===== src/rtl/core/lfpd_pkg.sv =====
// ----------------------------------------------------------------------------
// lfpd_pkg
// Types and constants shared by the line follower PD speed control block.
// ----------------------------------------------------------------------------
package lfpd_pkg;

  // sequencer states, one-hot
  typedef enum logic [9:0] {
    ST_IDLE    = 10'b00_0000_0001,
    ST_DIV_POS = 10'b00_0000_0010,
    ST_ERR     = 10'b00_0000_0100,
    ST_MUL_BRK = 10'b00_0000_1000,
    ST_MUL_P   = 10'b00_0001_0000,
    ST_MUL_D   = 10'b00_0010_0000,
    ST_PD      = 10'b00_0100_0000,
    ST_DIV_LD  = 10'b00_1000_0000,
    ST_DIV_INT = 10'b01_0000_0000,
    ST_FIN     = 10'b10_0000_0000
  } lfpd_state_t;

  // configuration register indexes
  localparam logic [2:0] REG_GAIN_P    = 3'd0;
  localparam logic [2:0] REG_GAIN_D    = 3'd1;
  localparam logic [2:0] REG_BRAKE     = 3'd2;
  localparam logic [2:0] REG_TOP       = 3'd3;
  localparam logic [2:0] REG_CURVE     = 3'd4;
  localparam logic [2:0] REG_STRAIGHT  = 3'd5;
  localparam logic [2:0] REG_RAMP      = 3'd6;
  localparam logic [2:0] REG_SPIN      = 3'd7;

  localparam int CENTER_POS  = 3500;
  localparam int POS_SCALE   = 1000;
  localparam int DRIVE_MAX   = 100;
  localparam int BRAKE_FLOOR = -30;

  // serial divider: dividend and divisor widths
  localparam int DVD_W = 19;
  localparam int DVS_W = 12;

endpackage


===== src/rtl/core/line_follower_pd_speed_control.sv =====
// ----------------------------------------------------------------------------
// line_follower_pd_speed_control
// PD steering and speed controller for an 8-sensor line follower.
// ----------------------------------------------------------------------------
// Usage:
//   in_*  : one sensor word per sample (bit i = sensor i sees the line).
//   out_* : one result word per sample; tdata = left drive (low byte),
//           right drive (high byte), both signed; tuser = line lost.
//   cfg_* : register writes by index; they take effect at once, so write
//           only while no sample is in flight.
// Timing: on a curve a sample takes two passes of the shared restoring
//   divider and four passes of the shared multiplier, plus setup; on a
//   straight track the second division is skipped. With no line the
//   sequencer goes straight to the final step. in_tready is high only
//   while the sequencer is idle, which it enters as each result is
//   loaded, so a new sample is taken only once the last one is through;
//   a sample is taken while a result still waits.
// Stall: a finished result waits in the final step until the output
//   register is free; nothing is dropped.
// Reset: rst_n (synchronous, active low) loads the register defaults,
//   clears the line-seen flag, sets the last position to center and clears
//   the error history and base speed.
// ----------------------------------------------------------------------------
module line_follower_pd_speed_control (
  input  logic        clk,
  input  logic        rst_n,
  input  logic        in_tvalid,
  output logic        in_tready,
  input  logic [7:0]  in_tdata,   // [7:0] sensor_bits
  output logic        out_tvalid,
  input  logic        out_tready,
  output logic [15:0] out_tdata,  // [7:0] left_drive, [15:8] right_drive
  output logic        out_tuser,  // [0] line_lost
  input  logic        cfg_we,
  input  logic [2:0]  cfg_index,
  input  logic [15:0] cfg_data
);
  import lfpd_pkg::*;

  // configuration registers
  logic [15:0] gain_p_r, gain_d_r, brake_r;
  logic [6:0]  top_r, curve_r, ramp_r, spin_r;
  logic [11:0] straight_r;

  // controller state
  logic               seen_r;
  logic [12:0]        last_pos_r;
  logic signed [12:0] prior_r;
  logic signed [7:0]  base_r;

  // per-sample working registers
  lfpd_state_t        state_r;
  logic               lost_r;
  logic signed [12:0] err_r;
  logic signed [13:0] delta_r;
  logic [11:0]        abs_err_r;
  logic [17:0]        penalty_r;
  logic signed [32:0] pd_r;
  logic               is_straight_r;
  logic               neg_r;

  // shared multiplier
  logic signed [16:0] mul_a;
  logic signed [14:0] mul_b;
  logic signed [31:0] prod_r;

  // shared divider
  logic [DVD_W-1:0] dvd_r;
  logic [DVS_W-1:0] dvs_r;
  logic [DVS_W-1:0] rem_r;
  logic [4:0]       dcnt_r;
  logic [DVS_W:0]   div_sh;
  logic             div_bit;

  // output register
  logic        out_valid_r;
  logic [15:0] out_data_r;
  logic        out_user_r;

  assign in_tready  = (state_r == ST_IDLE);
  assign out_tvalid = out_valid_r;
  assign out_tdata  = out_data_r;
  assign out_tuser  = out_user_r;

  logic in_fire, out_free;
  assign in_fire  = in_tvalid && in_tready;
  assign out_free = !out_valid_r || out_tready;

  // centroid terms of the incoming word
  logic [4:0]  idx_sum;
  logic [3:0]  bit_cnt;
  logic [14:0] pos_dvd;
  always_comb begin
    idx_sum = '0;
    bit_cnt = '0;
    for (int i = 0; i < 8; i++) begin
      if (in_tdata[i]) begin
        idx_sum = idx_sum + 5'(i);
        bit_cnt = bit_cnt + 4'd1;
      end
    end
    pos_dvd = 15'(idx_sum) * 15'(POS_SCALE);
  end

  // divider step
  assign div_sh  = {rem_r, dvd_r[DVD_W-1]};
  assign div_bit = (div_sh >= {1'b0, dvs_r});

  // error terms after the position division
  logic [12:0]        pos_w;
  logic signed [12:0] err_w;
  logic signed [12:0] prior_eff;
  logic signed [13:0] delta_w;
  assign pos_w     = dvd_r[12:0];
  assign err_w     = 13'($signed({1'b0, pos_w}) - 14'sd3500);
  assign prior_eff = seen_r ? prior_r : err_w;
  assign delta_w   = 14'(err_w) - 14'(prior_eff);

  logic [13:0] delta_mag;
  assign delta_mag = delta_r[13] ? 14'(-delta_r) : 14'(delta_r);

  // interpolation operands
  logic [11:0]       above_w, span_w;
  logic signed [7:0] diff_w;
  assign above_w = abs_err_r - straight_r;
  assign span_w  = 12'(CENTER_POS) - straight_r;
  assign diff_w  = $signed({1'b0, top_r}) - $signed({1'b0, curve_r});

  // multiplier operand select
  always_comb begin
    mul_a = '0;
    mul_b = '0;
    case (state_r)
      ST_MUL_BRK: begin
        mul_a = $signed({1'b0, brake_r});
        mul_b = $signed({1'b0, delta_mag});
      end
      ST_MUL_P: begin
        mul_a = $signed({1'b0, gain_p_r});
        mul_b = 15'(err_r);
      end
      ST_MUL_D: begin
        mul_a = $signed({1'b0, gain_d_r});
        mul_b = 15'(delta_r);
      end
      ST_PD: begin
        mul_a = $signed({5'b0, above_w});
        mul_b = 15'(diff_w);
      end
      default: begin
        mul_a = '0;
        mul_b = '0;
      end
    endcase
  end

  // final step: target, base speed and wheel commands
  logic signed [19:0] quot_s, tgt_i, tgt_b, base_ext, ramp_sum, base_new;
  logic signed [32:0] pd_mag;
  logic signed [22:0] corr, left_w, right_w;
  logic [7:0]         left_q, right_q, base_q;
  logic signed [7:0]  spin_s;

  function automatic logic [7:0] sat_drive(input logic signed [22:0] v);
    if (v > 23'sd100) return 8'd100;
    else if (v < -23'sd100) return 8'(-100);
    else return v[7:0];
  endfunction

  always_comb begin
    quot_s = neg_r ? -$signed({1'b0, dvd_r}) : $signed({1'b0, dvd_r});
    if (is_straight_r) begin
      tgt_i = 20'(top_r);
    end else begin
      tgt_i = $signed({13'b0, top_r}) - quot_s;
      if (tgt_i < $signed({13'b0, curve_r})) tgt_i = 20'(curve_r);
    end
    tgt_b = tgt_i - $signed({2'b0, penalty_r});
    if (tgt_b < 20'(BRAKE_FLOOR)) tgt_b = 20'(BRAKE_FLOOR);
    base_ext = 20'(base_r);
    ramp_sum = base_ext + $signed({13'b0, ramp_r});
    if (tgt_b > base_ext) begin
      base_new = (ramp_sum > tgt_b) ? tgt_b : ramp_sum;
    end else begin
      base_new = tgt_b;
    end
    base_q  = base_new[7:0];
    pd_mag  = pd_r[32] ? -pd_r : pd_r;
    corr    = pd_r[32] ? -$signed(23'(pd_mag >>> 12)) : $signed(23'(pd_mag >>> 12));
    left_w  = 23'($signed(base_q)) + corr;
    right_w = 23'($signed(base_q)) - corr;
    left_q  = sat_drive(left_w);
    right_q = sat_drive(right_w);
    spin_s  = $signed({1'b0, spin_r});
  end

  // configuration writes
  always_ff @(posedge clk) begin
    if (!rst_n) begin
      gain_p_r   <= 16'd164;
      gain_d_r   <= 16'd1024;
      brake_r    <= 16'd164;
      top_r      <= 7'd100;
      curve_r    <= 7'd30;
      straight_r <= 12'd500;
      ramp_r     <= 7'd5;
      spin_r     <= 7'd15;
    end else if (cfg_we) begin
      case (cfg_index)
        REG_GAIN_P:   gain_p_r   <= cfg_data;
        REG_GAIN_D:   gain_d_r   <= cfg_data;
        REG_BRAKE:    brake_r    <= cfg_data;
        REG_TOP:      top_r      <= cfg_data[6:0];
        REG_CURVE:    curve_r    <= cfg_data[6:0];
        REG_STRAIGHT: straight_r <= cfg_data[11:0];
        REG_RAMP:     ramp_r     <= cfg_data[6:0];
        REG_SPIN:     spin_r     <= cfg_data[6:0];
        default:      ;
      endcase
    end
  end

  // shared multiplier, registered product
  always_ff @(posedge clk) begin
    prod_r <= mul_a * mul_b;
  end

  // sequencer
  always_ff @(posedge clk) begin
    if (!rst_n) begin
      state_r     <= ST_IDLE;
      seen_r      <= 1'b0;
      last_pos_r  <= 13'd3500;
      prior_r     <= '0;
      base_r      <= '0;
      out_valid_r <= 1'b0;
    end else begin
      // the final step reloads the output word itself
      if (out_valid_r && out_tready && (state_r != ST_FIN)) out_valid_r <= 1'b0;
      case (state_r)
        ST_IDLE: begin
          if (in_fire) begin
            lost_r <= (in_tdata == 8'd0);
            if (in_tdata == 8'd0) begin
              state_r <= ST_FIN;
            end else begin
              dvd_r   <= DVD_W'(pos_dvd);
              dvs_r   <= DVS_W'(bit_cnt);
              rem_r   <= '0;
              dcnt_r  <= 5'(DVD_W - 1);
              state_r <= ST_DIV_POS;
            end
          end
        end
        ST_DIV_POS, ST_DIV_INT: begin
          rem_r  <= div_bit ? DVS_W'(div_sh - {1'b0, dvs_r}) : div_sh[DVS_W-1:0];
          dvd_r  <= {dvd_r[DVD_W-2:0], div_bit};
          dcnt_r <= dcnt_r - 5'd1;
          if (dcnt_r == 5'd0) state_r <= (state_r == ST_DIV_POS) ? ST_ERR : ST_FIN;
        end
        ST_ERR: begin
          err_r      <= err_w;
          delta_r    <= delta_w;
          abs_err_r  <= err_w[12] ? 12'(-err_w) : 12'(err_w);
          last_pos_r <= pos_w;
          if (!seen_r) begin
            seen_r  <= 1'b1;
            prior_r <= err_w;
            base_r  <= $signed({1'b0, curve_r});
          end
          state_r <= ST_MUL_BRK;
        end
        ST_MUL_BRK: state_r <= ST_MUL_P;
        ST_MUL_P: begin
          penalty_r <= 18'(prod_r >>> 12);
          state_r   <= ST_MUL_D;
        end
        ST_MUL_D: begin
          pd_r    <= 33'(prod_r);
          state_r <= ST_PD;
        end
        ST_PD: begin
          pd_r          <= pd_r + 33'(prod_r);
          is_straight_r <= (abs_err_r <= straight_r);
          state_r       <= (abs_err_r <= straight_r) ? ST_FIN : ST_DIV_LD;
        end
        ST_DIV_LD: begin
          neg_r   <= prod_r[31];
          dvd_r   <= prod_r[31] ? DVD_W'(-prod_r) : DVD_W'(prod_r);
          dvs_r   <= span_w;
          rem_r   <= '0;
          dcnt_r  <= 5'(DVD_W - 1);
          state_r <= ST_DIV_INT;
        end
        ST_FIN: begin
          if (out_free) begin
            out_valid_r <= 1'b1;
            out_user_r  <= lost_r;
            if (lost_r) begin
              if (seen_r) begin
                base_r <= '0;
                if (last_pos_r < 13'd3500) begin
                  out_data_r <= {sat_drive(23'(spin_s)), sat_drive(-23'(spin_s))};
                end else begin
                  out_data_r <= {sat_drive(-23'(spin_s)), sat_drive(23'(spin_s))};
                end
              end else begin
                out_data_r <= '0;
              end
            end else begin
              base_r     <= $signed(base_q);
              prior_r    <= err_r;
              out_data_r <= {right_q, left_q};
            end
            state_r <= ST_IDLE;
          end
        end
        default: state_r <= ST_IDLE;
      endcase
    end
  end

endmodule


===== config.mk =====
export PLATFORM = sky130hd
export DESIGN_NAME = line_follower_pd_speed_control
export DESIGN_NICKNAME = d
export VERILOG_FILES = /design/src/rtl/core/lfpd_pkg.sv /design/src/rtl/core/line_follower_pd_speed_control.sv
export SDC_FILE = /design/constraint.sdc
export NUM_CORES = 2
export LEC_CHECK = 0
export BUFFER_PORTS_ARGS = -buffer_cell sky130_fd_sc_hd__buf_4
export CELL_PAD_IN_SITES_DETAIL_PLACEMENT = 0
export CELL_PAD_IN_SITES_GLOBAL_PLACEMENT = 2
export CORE_MARGIN = 2
export CORE_UTILIZATION = 38
export CTS_BUF_LIST = sky130_fd_sc_hd__clkbuf_4 sky130_fd_sc_hd__clkbuf_8
export DETAILED_ROUTE_END_ITERATION = 16
export PLACE_DENSITY_LB_ADDON = 0.1
export REMOVE_ABC_BUFFERS = 1
export SETUP_SLACK_MARGIN = 0.2
export SLEW_MARGIN = 0
export SYNTH_ARGS = -nofsm -noshare
export SYNTH_HDL_FRONTEND = slang
export SYNTH_SLANG_ARGS = --single-unit

===== constraint.sdc =====
create_clock -name clk -period 13.25 [get_ports clk]
set_clock_uncertainty 0.1 [all_clocks]
set_input_delay 1.325 -clock clk [delete_from_list [all_inputs] [get_ports clk]]
set_output_delay 1.325 -clock clk [all_outputs]
set_load 0.03 [all_outputs]

==> qor.yml <==
run_status:
  outcome: "finished clean"
critical_path:
  critPathBufInv: 5
  ff2ff_path_depth: 56
  r2r-start: "dvd_r[2]"
  worstSetupEndpointType: "flop"
  cp.required_ns: 13.55
  worstSetupPathType: "flop to flop"
  startpoint: "dvd_r[2]"
  critPathMaxFanout: 10
  startpoint_type: "flop"
  arrival_ns: 12.74
  crit_path_end: "out_tdata[12]"
  cp_common_cell: "ha_1"
  crit_path_max_incr_delay_ns: 0.55
  crit_family: "simple AND/OR/NAND/NOR gates"
  cp.depth: 56
  r2r_end: "out_tdata[12]"
  cpMaxStageDelayCell: "or4_1"
  r2r_setup_slack_ns: 0.81
floorplanning:
  core-area_sq_um: 89600
  die_y_um: 304
  initial_core_util: 0.382
  ioPinCount: 51
  die_w_um: 304
  row_count: 110
  die_area_sq_um: 92500
detailed_routing:
  first_pass_iters: 7
  drt_wl_total_um: 112000
  drt_iter0_markers: 2048
  wl_per_cell_um: 20.6
  avgViaCountPerCell: 5.35
  post-route-drc-count: 0
  antenna_left: 0
  vias: 29200
place:
  hpwl_um: 88600
  port_buffers: 50
  gp_congestion: 0.871
  pre_cts_slack_ns: -0.238
synthesis:
  synth_ff_type: "dfxtp_1"
  avgSynthCellArea_sq_um: 8.39
  yosys_register_bits: 321
  synthesis.area_sq_um: 34200
  ys_types: 94
  synth_edf_count: 157
  yosys_warnings: 0
  async_reset_ff_frac: 0
  postSynthCellCount: 4083
  seq_area_frac_synth: 0.234
timing:
  timing.hold.ws_ns: 0.360
  relSlewSlack: 0.196
  period_share: 0.939
  setup_violations: 0
  final_max_slew_viol_count: 0
  fin_ws_ns: 0.808
  fmax_mhz: 80.4
  rsz0062_at_grt: "false"
  tightest_slew_ns: 1.20
  finalSetupTns_ns: 0
  period_needed_ns: 12.44
  hold_viol_final: 0
global_routing:
  grt-ovfl-total: 0
  antenna_found_initial: 7
  grt_max_degree: 69
  grt_first_pass_wirelength_um: 173000
  grt_pass1_vias: 29200
  grt_usage: 0.239
clocking:
  clk_latency_ns: 0.71
  cts-htree-levels: 3
  holdBufCountCts: 0
  clock-sinks: 321
  path_clk_slew_ns: 0.06
  cts_tree: "built"
  clockBufferDepth: 3
  cts_buffers: 67
  cts_root_buf: "clkbuf_8"
flow_run:
  drv_cap: 0
finish:
  areaGrowthSynthToFinish_pct: 14.4
  n_fill_cell: 9123
  layout_common_cells: "574 x nand2_1, 430 x inv_1, 340 x ha_1"
  drive_gt1_frac: 0.125
  layout_commonest_cell: "nand2_1"
  seq_area_sq_um: 8000
  multiInputGateArea_sq_um: 24800
  layout.nets: 4806
power:
  peakVddDrop_uv: 107
  power_mw: 4.24
  power_leakage_nw: 17.4
  power_density_nw_per_um2: 108
worst_hold_path:
  min_path_cells: 2
  hold_class: "flop to flop"
[flip-flops by register name (all words and copies together) (netlist names), 8 cells and up]
name and flops:
pd_r 33, prod_r 32, dvd_r 19, penalty_r 18
brake_r 16, gain_d_r 16, gain_p_r 16, out_tdata 16
delta_r 14, err_r 13, prior_r 13, dvs_r 12
rem_r 12, straight_r 12, abs_err_r 11, last_pos_r 11
state_r 10, base_r 8
[cell type report]
class | instances | share of cell area
antenna | 3 | 0.000192
clock buffer | 101 | 0.0317
clock inverter | 23 | 0.00741
inverter | 435 | 0.0417
multi-input combinational | 3163 | 0.633
sequential | 321 | 0.204
tap | 1176 | 0.0376
timing repair buffer | 228 | 0.0442
[cell families (layout without fill, tap and decap cells)]
kind of cell / Yosys count / in the layout / synth area share
and+or+nand+nor: 1368 / 1368 / 0.189
AOI/OAI and AO/OA: 908 / 908 / 0.176
buffers and inverters: 600 / 787 / 0.0663
adders and majority gates: 558 / 558 / 0.248
DFF: 321 / 321 / 0.234
xor gates and xnor gates: 280 / 280 / 0.0725
muxes: 48 / 49 / 0.0143
other: 0 / 3 / 0
[cell usage after synthesis, types with 36 or more instances]
master | number | area (sq um)
nand2b_1 | 50 | 313
o21a_1 | 36 | 270
edfxtp_1 | 157 | 4710
nand2_1 | 576 | 2160
a21boi_0 | 83 | 623
nor2b_1 | 82 | 513
xor2_1 | 107 | 937
fa_1 | 201 | 4020
inv_1 | 434 | 1630
clkbuf_1 | 143 | 537
nor3_1 | 64 | 320
a22oi_1 | 38 | 285
a21o_1 | 80 | 601
a21oi_1 | 191 | 956
dfxtp_1 | 164 | 3280
ha_1 | 357 | 4470
nand3_1 | 74 | 370
nor2_1 | 254 | 953
mux2i_1 | 43 | 430
xnor2_1 | 171 | 1500
o21ai_0 | 210 | 1050
and2_1 | 44 | 275
[metrics by stage]
| stage | instances | utilization | area [sq um] |
|---|---|---|---|
| 2_1_floorplan | 3918 | - | 33600 |
| 3_3_place_gp | 5302 | 0.410 | 36700 |
| 3_5_place_dp | 5302 | 0.410 | 36700 |
| 4_1_cts | 5427 | 0.427 | 38300 |
| 5_1_grt | 5449 | 0.437 | 39200 |
| 6_report | 5450 | 0.437 | 39200 |
[worst reg2reg max path, delay by kind of cell, from the launching register on]
kind	cells	cell delay [ns]
flops	1	0.51
compound gates	15	2.69
mux	2	0.48
xor+xnor	5	0.99
simple gates	21	4.24
fa+ha+maj	8	2.35
buf+inv	5	0.81
[where the power goes]
group	switching, mW	internal (mW)
Sequential	0.0406	1.16
Combinational	1.11	0.718
Clock	0.510	0.693
[what timing repair did]
| item | in CTS | in global routing |
|---|---|---|
| buffers inserted | 1 | 19 |
| pin swaps | 1 | 61 |
| resized for setup | 13 | 150 |
| gates cloned | 0 | 1 |
| setup endpoints to repair | 16 | 16 |
[metal layers]
layer  up-vias  GRT usage  part of all wire  wire (um)
met3       138     0.0281             0.038       4300
li1      14400          -                 -          -
met2       551      0.393              0.46      51600
met1     14100      0.339              0.48      54000
met5         -          0                 0          0
met4         0     0.0491             0.021       2320
[worst min-delay path by stage]
stage	start	endpoint	slack, ns
after floorplan	prod_r[22]	penalty_r[10]	0.33
after global placement	last_pos_r[9]	last_pos_r[9]	0.35
after detailed placement	brake_r[9]	brake_r[9]	0.36
after CTS	brake_r[9]	brake_r[9]	0.36
after global routing	brake_r[3]	brake_r[3]	0.38
final	brake_r[10]	brake_r[10]	0.36
(Power assumes the default switching activity.)
